[config.mk]
export PLATFORM = sky130hd
export DESIGN_NAME = double_ended_queue_engine_unit
export DESIGN_NICKNAME = d
export VERILOG_FILES = /design/src/sv/deqe_pkg.sv /design/src/sv/deqe_cell.sv /design/src/sv/double_ended_queue_engine_unit.sv
export SDC_FILE = /design/constraint.sdc
export NUM_CORES = 2
export LEC_CHECK = 0
export BUFFER_PORTS_ARGS = -buffer_cell sky130_fd_sc_hd__buf_4
export CORE_MARGIN = 5
export CORE_UTILIZATION = 35
export DETAILED_ROUTE_END_ITERATION = 7
export PLACE_DENSITY = 0.53
export SLEW_MARGIN = 25
export SYNTH_ARGS = -nofsm -noshare
export SYNTH_HDL_FRONTEND = slang
export SYNTH_SLANG_ARGS = --single-unit
[constraint.sdc]
create_clock -name i_clk -period 12.2 [get_ports i_clk]
set_clock_uncertainty 0.1 [all_clocks]
set_input_delay 1.22 -clock i_clk [delete_from_list [all_inputs] [get_ports i_clk]]
set_output_delay 1.22 -clock i_clk [all_outputs]
set_load 0.01 [all_outputs]
[src/sv/deqe_pkg.sv]
`default_nettype none

package deqe_pkg;

    typedef enum logic [1:0] {
        REQ_PUSH   = 2'd0,
        REQ_POP    = 2'd1,
        REQ_READ   = 2'd2,
        REQ_REMOVE = 2'd3
    } t_req_kind;

    typedef enum logic [1:0] {
        ST_OK   = 2'd0,
        ST_NONE = 2'd1,
        ST_FULL = 2'd2
    } t_status;

    // Broadcast control that every cell sees during the execute cycle.
    typedef struct packed {
        logic      exec;
        t_req_kind kind;
        logic      tail;
        logic      full;
        logic      empty;
        logic      found;
    } t_cell_ctl;

endpackage

`default_nettype wire

[src/sv/deqe_cell.sv]
`default_nettype none

module deqe_cell
    import deqe_pkg::*;
#(
    parameter int DATA_WIDTH = 32
) (
    input  wire logic                  i_clk,
    input  wire t_cell_ctl             i_ctl,
    input  wire logic [DATA_WIDTH-1:0] i_word,
    input  wire logic [DATA_WIDTH-1:0] i_prev,
    input  wire logic [DATA_WIDTH-1:0] i_next,
    input  wire logic                  i_active,
    input  wire logic                  i_at_end,
    input  wire logic                  i_seen_h,
    input  wire logic                  i_seen_t,
    output logic                       o_seen_h,
    output logic                       o_seen_t,
    output logic [DATA_WIDTH-1:0]      o_data
);

    logic [DATA_WIDTH-1:0] r_data;
    logic [DATA_WIDTH-1:0] n_data;
    logic                  match;
    logic                  past_hit;

    assign match    = i_active && (r_data == i_word);
    assign o_seen_h = i_seen_h | match;
    assign o_seen_t = i_seen_t | match;
    assign o_data   = r_data;

    // A cell at or beyond the removed entry takes its neighbor toward the tail.
    // From the tail end the removed entry is the last match, so no later match.
    assign past_hit = i_ctl.tail ? !i_seen_t : (i_seen_h | match);

    always_comb begin
        n_data = r_data;
        if (i_ctl.exec) begin
            case (i_ctl.kind)
                REQ_PUSH: begin
                    if (!i_ctl.full) begin
                        if (i_ctl.tail) begin
                            if (i_at_end) n_data = i_word;
                        end else if (i_active || i_at_end) begin
                            n_data = i_prev;
                        end
                    end
                end
                REQ_POP: begin
                    if (!i_ctl.empty && !i_ctl.tail && i_active) n_data = i_next;
                end
                REQ_REMOVE: begin
                    if (i_ctl.found && i_active && past_hit) n_data = i_next;
                end
                default: n_data = r_data;
            endcase
        end
    end

    always_ff @(posedge i_clk) begin
        r_data <= n_data;
    end

endmodule

`default_nettype wire

[src/sv/double_ended_queue_engine_unit.sv]
// A request accepted while idle moves the unit to the execute state, and its result is registered as that state ends.
// No new request is taken during the execute state or while a held result is stalled; in the
// execute state the whole row of cells compares and shifts in parallel.
// Reset clears the entry count and the handshake state; entry words are not cleared.
`default_nettype none

module double_ended_queue_engine_unit
    import deqe_pkg::*;
#(
    parameter int DEPTH      = 16,
    parameter int DATA_WIDTH = 32
) (
    input  wire logic        i_clk,
    input  wire logic        i_rst_n,
    input  wire logic        i_in_valid,
    output logic             o_in_stall,
    input  wire logic [1:0]  i_req_type,
    input  wire logic        i_end_sel,
    input  wire logic [31:0] i_data_in,
    input  wire logic [3:0]  i_position,
    output logic             o_out_valid,
    input  wire logic        i_out_stall,
    output logic [31:0]      o_data_out,
    output logic [1:0]       o_status,
    output logic [4:0]       o_length
);

    localparam int CW   = $clog2(DEPTH + 1);
    localparam int IW   = $clog2(DEPTH);
    localparam int CMPW = (CW > 4) ? CW : 4;

    typedef enum logic [1:0] {
        S_IDLE = 2'b01,
        S_EXEC = 2'b10
    } t_state;

    t_state                r_state;
    t_state                n_state;
    t_req_kind             r_kind;
    logic                  r_tail;
    logic [DATA_WIDTH-1:0] r_word;
    logic [3:0]            r_pos;
    logic [CW-1:0]         r_count;
    logic [CW-1:0]         n_count;
    logic                  r_out_valid;
    logic [31:0]           r_data_out;
    logic [31:0]           n_data_out;
    t_status               r_status;
    t_status               n_status;

    logic                  in_acc;
    logic                  out_acc;
    t_cell_ctl             ctl;
    logic                  full;
    logic                  empty;
    logic                  found;
    logic                  pos_ok;
    logic [CW-1:0]         offset;
    logic [CW-1:0]         pick;
    logic [DATA_WIDTH-1:0] picked;

    logic [DATA_WIDTH-1:0] cell_data [DEPTH];
    logic [DEPTH:0]        seen_h;
    logic [DEPTH:0]        seen_t;

    assign in_acc     = i_in_valid && !o_in_stall;
    assign out_acc    = r_out_valid && !i_out_stall;
    assign o_in_stall = (r_state == S_EXEC) || (r_out_valid && i_out_stall);

    assign full   = (r_count == CW'(DEPTH));
    assign empty  = (r_count == '0);
    assign found  = seen_h[DEPTH];
    assign pos_ok = CMPW'(r_pos) < CMPW'(r_count);

    assign ctl.exec  = (r_state == S_EXEC);
    assign ctl.kind  = r_kind;
    assign ctl.tail  = r_tail;
    assign ctl.full  = full;
    assign ctl.empty = empty;
    assign ctl.found = found;

    assign seen_h[0]     = 1'b0;
    assign seen_t[DEPTH] = 1'b0;

    for (genvar g = 0; g < DEPTH; g++) begin : g_cell
        logic [DATA_WIDTH-1:0] prev_data;
        logic [DATA_WIDTH-1:0] next_data;

        if (g == 0) begin : g_first
            assign prev_data = r_word;
        end else begin : g_mid
            assign prev_data = cell_data[g-1];
        end

        if (g == DEPTH - 1) begin : g_last
            assign next_data = cell_data[g];
        end else begin : g_inner
            assign next_data = cell_data[g+1];
        end

        deqe_cell #(
            .DATA_WIDTH(DATA_WIDTH)
        ) u_cell (
            .i_clk    (i_clk),
            .i_ctl    (ctl),
            .i_word   (r_word),
            .i_prev   (prev_data),
            .i_next   (next_data),
            .i_active (CW'(g) < r_count),
            .i_at_end (CW'(g) == r_count),
            .i_seen_h (seen_h[g]),
            .i_seen_t (seen_t[g+1]),
            .o_seen_h (seen_h[g+1]),
            .o_seen_t (seen_t[g]),
            .o_data   (cell_data[g])
        );
    end

    // Pop reads offset zero from its end; read uses the requested position.
    assign offset = (r_kind == REQ_POP) ? '0 : CW'(r_pos);
    assign pick   = r_tail ? (r_count - CW'(1) - offset) : offset;
    assign picked = cell_data[pick[IW-1:0]];

    always_comb begin
        n_count    = r_count;
        n_data_out = '0;
        n_status   = ST_OK;
        case (r_kind)
            REQ_PUSH: begin
                if (full) n_status = ST_FULL;
                else      n_count  = r_count + CW'(1);
            end
            REQ_POP: begin
                if (empty) begin
                    n_status = ST_NONE;
                end else begin
                    n_data_out = 32'(picked);
                    n_count    = r_count - CW'(1);
                end
            end
            REQ_READ: begin
                if (pos_ok) n_data_out = 32'(picked);
                else        n_status   = ST_NONE;
            end
            REQ_REMOVE: begin
                if (found) begin
                    n_data_out = 32'(r_word);
                    n_count    = r_count - CW'(1);
                end else begin
                    n_status = ST_NONE;
                end
            end
            default: n_status = ST_NONE;
        endcase
    end

    always_comb begin
        case (r_state)
            S_IDLE:  n_state = in_acc ? S_EXEC : S_IDLE;
            S_EXEC:  n_state = S_IDLE;
            default: n_state = S_IDLE;
        endcase
    end

    always_ff @(posedge i_clk) begin
        if (!i_rst_n) begin
            r_state     <= S_IDLE;
            r_count     <= '0;
            r_out_valid <= 1'b0;
        end else begin
            r_state <= n_state;
            if (r_state == S_EXEC) begin
                r_count     <= n_count;
                r_out_valid <= 1'b1;
            end else if (out_acc) begin
                r_out_valid <= 1'b0;
            end
        end
    end

    always_ff @(posedge i_clk) begin
        if (in_acc) begin
            r_kind <= t_req_kind'(i_req_type);
            r_tail <= i_end_sel;
            r_word <= DATA_WIDTH'(i_data_in);
            r_pos  <= i_position;
        end
        if (r_state == S_EXEC) begin
            r_data_out <= n_data_out;
            r_status   <= n_status;
        end
    end

    assign o_out_valid = r_out_valid;
    assign o_data_out  = r_data_out;
    assign o_status    = r_status;
    assign o_length    = 5'(r_count);

endmodule

`default_nettype wire
## After elaboration in Yosys (flattened, before gate mapping)

Index checks and enable logic that the tools add are counted.

| storage, ports and cells | value |
|---|---|
| bits in registers | 593 |
| input bits | 43 |
| logic and storage cells | 446 |
| output and inout bits | 41 |

| operators by class | value |
|---|---|
| order comparisons | 18 |
| reductions and logical operators | 124 |
| add/subtract/negate cells | 3 |
| bitwise logic cells | 31 |
| equal/unequal tests | 101 |
| muxes and demuxes | 144 |

Operators with widths:

| kind | count |
|---|---|
| 2-to-1 mux 32 bit | 98 |
| one-hot mux 32 bit (3 select lines) | 16 |
| equality test 32 bit | 16 |
| binary-select mux 32 bit (select 4 bit) | 1 |
| AND reduction 7 bit | 15 |
| != test 3 x 2 -> 1 bit, second input constant | 30 |
| logical AND 1 bit | 65 |
| != test 2 x 1 -> 1 bit, second input constant | 31 |
| equality test 4 x 5 -> 1 bit, first input constant | 8 |
| < comparator 4 x 5 -> 1 bit, first input constant | 8 |
| bitwise OR 1 bit | 29 |
| equality test 3 x 5 -> 1 bit, first input constant | 4 |
| < comparator 3 x 5 -> 1 bit, first input constant | 4 |
| 2-to-1 mux 1 bit | 20 |
| logical NOT 1 bit | 19 |
| logical OR 1 bit | 17 |
| 2-to-1 mux 5 bit | 3 |
| one-hot mux 5 bit (3 select lines) | 1 |
| equality test 2 x 5 -> 1 bit, first input constant | 2 |
| < comparator 1 x 5 -> 1 bit, first input constant | 2 |
| < comparator 2 x 5 -> 1 bit, first input constant | 2 |
| AND reduction 5 bit | 2 |
| 2-to-1 mux 4 bit | 2 |
| one-hot mux 2 bit (4 select lines) | 1 |
| other kinds (18) | 25 |

## Depth between registers and ports, before layout

| logic depth | value |
|---|---|
| depth after elaboration | 21 |
| mapped depth | 15 |
| gate-level depth less buffers | 12 |

## By module

From an unflattened synthesis, not the netlist that was laid out.

| unflattened totals | value |
|---|---|
| cell total of the unflattened synthesis | 4,596 |
| area total of the unflattened synthesis | 43,196.4 um2 |

By module, submodules not included:

| module | sequential area each (um2) | times used | cells each | area each (um2) |
|---|---|---|---|---|
| deqe_cell | 960.9 | 16 | 197 | 2,044.5 |
| double_ended_queue_engine_unit | 2,352.3 | 1 | 1,444 | 10,485.1 |

## Least setup slack after synthesis

OpenSTA, ideal clock, no wires.

| timing | value |
|---|---|
| path type | reg-to-reg |
| start point | register r_state[1] |
| end point | register g_cell[9].u_cell.r_data[0] (enable) |
| cell stages (with the launch flop) | 8 |
| setup slack | 6.179 ns |
| buffers on the path | 1 |
| period minus slack after synthesis | 6.021 ns |
| arrival time | 5.451 ns |
| required time | 11.630 ns |
| setup time | 0.470 ns |
| cells stage by stage | dfxtp_1 -> nor2b_1 -> nand2_1 -> nor2_1 -> o21a_1 -> clkbuf_1 -> o21ai_2 -> a211oi_1 |

RTL lines:

| element | line | source |
|---|---|---|
| from (decl) | double_ended_queue_engine_unit.sv:37 | `t_state r_state;` |
| from (signal assigned) | double_ended_queue_engine_unit.sv:171 | `r_state <= n_state;` |
| to (signal assigned) | deqe_cell.sv:61 | `r_data <= n_data;` |
| to (decl) | deqe_cell.sv:22 | `logic [DATA_WIDTH-1:0] r_data;` |

## Worst setup path in the final report

| timing | value |
|---|---|
| start point | register r_kind[1] |
| end point | register r_data_out[19], in the netlist o_data_out[19] (data pin) |

| between the ends | value |
|---|---|
| longest elaborated chain between the ends | 10 |
| elaborated cells between the ends (all ways) | 13 |
| those cells by class | add/sub (1); eq/ne (3); mux (8); bitwise (1) |

Ends and longest elaborated chain:

| element | line | source |
|---|---|---|
| from (decl) | double_ended_queue_engine_unit.sv:39 | `t_req_kind r_kind;` |
| from (signal assigned) | double_ended_queue_engine_unit.sv:183 | `r_kind <= t_req_kind'(i_req_type);` |
| equality test 2 x 1 -> 1 bit | double_ended_queue_engine_unit.sv:120, double_ended_queue_engine_unit.sv:128 |  |
| 2-to-1 mux 4 bit | double_ended_queue_engine_unit.sv:120 | `assign offset = (r_kind == REQ_POP) ? '0 : CW'(r_pos);` |
| subtractor 4 bit | double_ended_queue_engine_unit.sv:121 | `assign pick = r_tail ? (r_count - CW'(1) - offset) : offset;` |
| 2-to-1 mux 4 bit | double_ended_queue_engine_unit.sv:121 |  |
| NOT 4 -> 5 bit (not written as such) | double_ended_queue_engine_unit.sv:122 | `assign picked = cell_data[pick[IW-1:0]];` |
| binary-select mux 32 bit (select 4 bit) | double_ended_queue_engine_unit.sv:122 |  |
| 2-to-1 mux 32 bit (not written as such) (2 in a row) | double_ended_queue_engine_unit.sv:122 |  |
| 2-to-1 mux 32 bit (on tied branches) | double_ended_queue_engine_unit.sv:142, double_ended_queue_engine_unit.sv:134 |  |
| one-hot mux 32 bit (3 select lines) (*) | double_ended_queue_engine_unit.sv:128 | `case (r_kind)` |
| named net n_data_out[19] | double_ended_queue_engine_unit.sv:47 | `logic [31:0] n_data_out;` |
| to (signal assigned) | double_ended_queue_engine_unit.sv:189 | `r_data_out <= n_data_out;` |
| to (decl) | double_ended_queue_engine_unit.sv:46 | `logic [31:0] r_data_out;` |

The timed path passes the listed nets; every way through them passes the cells marked *. The select of a mux whose other input is x is not followed.
A chain may end at the register's enable or synchronous reset.

==> summary.txt <==
Worst setup path
  • Critical path endpoint category: register
  • Critical Path RT: about 12 ns
  • Reg-to-reg setup timing slack: about 6.6 ns
  • Reg2reg end: o_data_out[19]
  • Setup Crit Path Kind: register to register
  • Crit Path Max Fanout: between 80 and 90
  • Worst r2r path cells: 14
  • CP startpoint kind: register
  • CP arrival: between 5 and 6 ns
  • Worst reg2reg path startpoint: r_kind[1]

Logic synthesis
  • Post-Syn Instances: 3882
  • Sequential share of the synthesized area: 45.30%
  • Post-synth EDFFs: between 500 and 600
  • Flops & latches, synth: about 590
  • Synth warn: 0
  • Synth cell types: 77
  • Mapped Avg Cell Area: just over 10 µm²
  • FFs w/ async S/R, synth: 0%
  • Syn Std Cell Area: between 0.03 and 0.04 mm²
  • Post-Syn Nets: 3937
  • Prevailing post-synth register cell: edfxtp_1

Power
  • Pleak: between 10 and 15 nW
  • Power density over the cells: between 100 and 150 mW/mm²
  • Total Power: around 5.5 mW
  • Worst VDD drop: between 0.00009 and 0.0001 V

Die
  • Top Ports: 84
  • Die area: ~0.12 mm²
  • Die H: ~340 µm
  • Starting Density: roughly a third
  • Die width: about 340 µm
  • Num rows: 122
  • Placeable Area: 0.1108 mm²

CTS
  • CTS H-tree depth: 3
  • Clk_lat worst skew: ~0.68 ns
  • Number of CTS-inserted buffers: 75
  • Post-CTS Setup Repair Bufs: 0
  • CTS tree: built
  • Clk sink count: around 590
  • Max clock buf depth: 3
  • Hold Buf Count CTS: 0
  • Root buf cell: clkbuf_16
  • Post-CTS Resized: 0
  • Worst-path clk slew: ~0.060 ns

Run
  • MaxCap Viol Count: 0

Finish
  • Share of layout cells above drive strength 1: between 10% and 20%
  • Multi-input gate area: ~0.02 mm²
  • Fill count: between 10000 and 15000
  • Nets@finish: between 3000 and 4000
  • Finished Cell Area: about 0.043 mm²
  • Syn-to-layout area delta: 11.00%
  • Core Util, Final: 39.20%
  • Post-Layout Cell Count: between 5000 and 6000
  • # diodes: 0
  • Area occupied by registers: roughly 0.018 mm²

STA
  • RSZ-0062 raised after global routing: false
  • Max-slew violation count: 0
  • Max Fclk: 179.9 MHz
  • Final worst slack: about 6.6 ns
  • Worst-Margin Slew: 1.159 ns
  • Final setup fails: 0
  • Tcrit/Tclk final: 45.56%
  • Worst hold margin: approximately 0.33 ns
  • Final Hold Viols: 0
  • Setup Total Neg Slack: 0 ns
  • Slew headroom: 22.20%
  • Tmin final: about 5.6 ns

Global routing
  • Largest net degree at the start of global routing: 269
  • GRT overflow: 0
  • Initial antenna violation count: 2
  • First-pass GRT wire length: around 240 mm
  • Vias in the first global route: between 30000 and 40000
  • Total Routing Usage GR: 28.81%

Placed design
  • Cell Count Post-Placement: about 5200
  • Placed Area: between 0.04 and 0.05 mm²
  • PortBufs: 83
  • Routability Congestion: just over 1
  • Hpwl dp: ~130 mm
  • DP Worst Slack: 6.335 ns

Worst hold path
  • Worst Hold Depth: 1
  • Min-delay src: r_state[1]
  • Hold Path Class: register to register
  • Hold path endpoint: r_state[1]

Drt
  • Residual DRC: 0
  • TritonRoute pass-1 iters: 6
  • Post-route ant nets: 0
  • Post-Route WL: approximately 180 mm
  • DR WL/cell: between 30 and 40 µm
  • DR vias/cell: approximately 6.3
  • DR iter-0 viols: about 5400
  • Via count: ~34000

Status
  • Status: completed
cells in the mapped netlist (all sizes together), types with 4 or more instances:
cell,n,area (µm²)
a211oi,11,92.58
a21o,36,270.3
a21oi,479,2401
a221oi,4,35.03
a31oi,4,40.04
and3,9,56.30
and4,4,35.03
buf,118,922.1
clkbuf,210,788.3
dfxtp,8,160.2
edfxtp,585,17570
ha,11,137.6
inv,45,168.9
mux2,32,360.4
mux2i,32,320.3
mux4,128,2883
nand2,576,2165
nand2b,7,43.79
nand3,29,150.1
nand4,98,613.1
nand4b,12,111.4
nor2,91,344.1
nor3,37,205.2
nor4,147,963.4
nor4b,10,87.58
o211ai,34,255.2
o21ai,535,2798
o22ai,5,31.28
o311ai,4,35.04
or3,10,62.56
or4,6,45.04
xnor2,193,1690
xor2,326,2855
registers in the layout, summed over array words and instances, names as in the netlist:
register and cells:
r_kind 2, o_data_out 32, g_cell.u_cell.o_data 512, r_state 2, o_length 5, o_out_valid 1
r_pos 4, o_status 2, g_cell.prev_data 32, r_tail 1
worst max path at each step:
stage	startpoint	depth (start not counted)	slack, ns	end
3_3_place_gp	r_kind[1]	14	6.40	o_data_out[19]
2_1_floorplan	r_state[1]	7	6.18	g_cell[9].u_cell.o_data[0]
5_1_grt	r_kind[1]	14	6.31	o_data_out[2]
6_report	r_kind[1]	14	6.64	o_data_out[19]
3_5_place_dp	r_kind[1]	14	6.33	o_data_out[19]
4_1_cts	r_kind[1]	14	6.34	o_data_out[19]
metal layers:
layer / vias to the layer above / share of wire [%] / GRT usage, %
li1: 14203 / - / -
met5: - / 0.015 / 0
met3: 235 / 12 / 7.838
met4: 4 / 3.0 / 7.586
met2: 2206 / 42 / 42.10
met1: 16869 / 42 / 42.16
critical path, cell delays in order, from the launching register on:
cell and delay (ns):
edfxtp_1 0.83, nand2b_1 0.38, and2_1 0.25, ha_1 0.20
inv_1 0.07, fa_1 0.53, nand2_1 0.08, o21ai_4 0.10
buf_12 0.56, buf_6 0.63, mux4_2 0.59, mux2i_1 0.34
nand2_1 0.23, o211ai_1 0.20, o21ai_2 0.08
placed cells by master, fill, tap and decap left out, types with 20 or more instances in the layout:
master | netlist | routed
xor2_1 | 326 | 325
nor3_1 | 33 | 31
mux4_2 | 128 | 128
buf_4 | 31 | 167
inv_1 | 44 | 43
a21oi_1 | 478 | 477
clkbuf_16 | 0 | 77
xnor2_1 | 193 | 193
a21o_1 | 36 | 36
nor4_1 | 140 | 140
mux2_2 | 32 | 32
o211ai_1 | 34 | 34
nor2_1 | 90 | 84
nand2_1 | 575 | 574
nand4_1 | 98 | 98
nand3_1 | 28 | 28
edfxtp_1 | 585 | 585
mux2i_1 | 32 | 32
o21ai_0 | 499 | 498
o21ai_2 | 32 | 31
clkbuf_1 | 210 | 20
cell type report:
| class | instances | share of cell area (%) |
|---|---|---|
| Multi-Input combinational cell | 2915 | 45.52 |
| Inverter | 46 | 0.4205 |
| Clock buffer | 99 | 4.672 |
| Timing Repair Buffer | 179 | 3.407 |
| Sequential cell | 593 | 40.81 |
| Clock inverter | 36 | 0.8871 |
| Tap cell | 1488 | 4.286 |
cells by family after synthesis:
group                    share of synthesized area (%)
AO/OA/AOI/OAI                                    15.80
AND/OR/NAND/NOR                                  12.97
flip-flops                                       45.30
XOR/XNOR                                         11.62
buffers and inverters                            4.812
multiplexers                                     9.106
adder cells (fa/ha/maj)                         0.4028
where the power goes:
part	internal, mW	leakage [nW]	switching (mW)
combinational	0.297	7.84	0.629
sequential	2.27	5.38	0.0280
clock	1.32	1.17	0.968
Power figures use the tool's default switching activity.
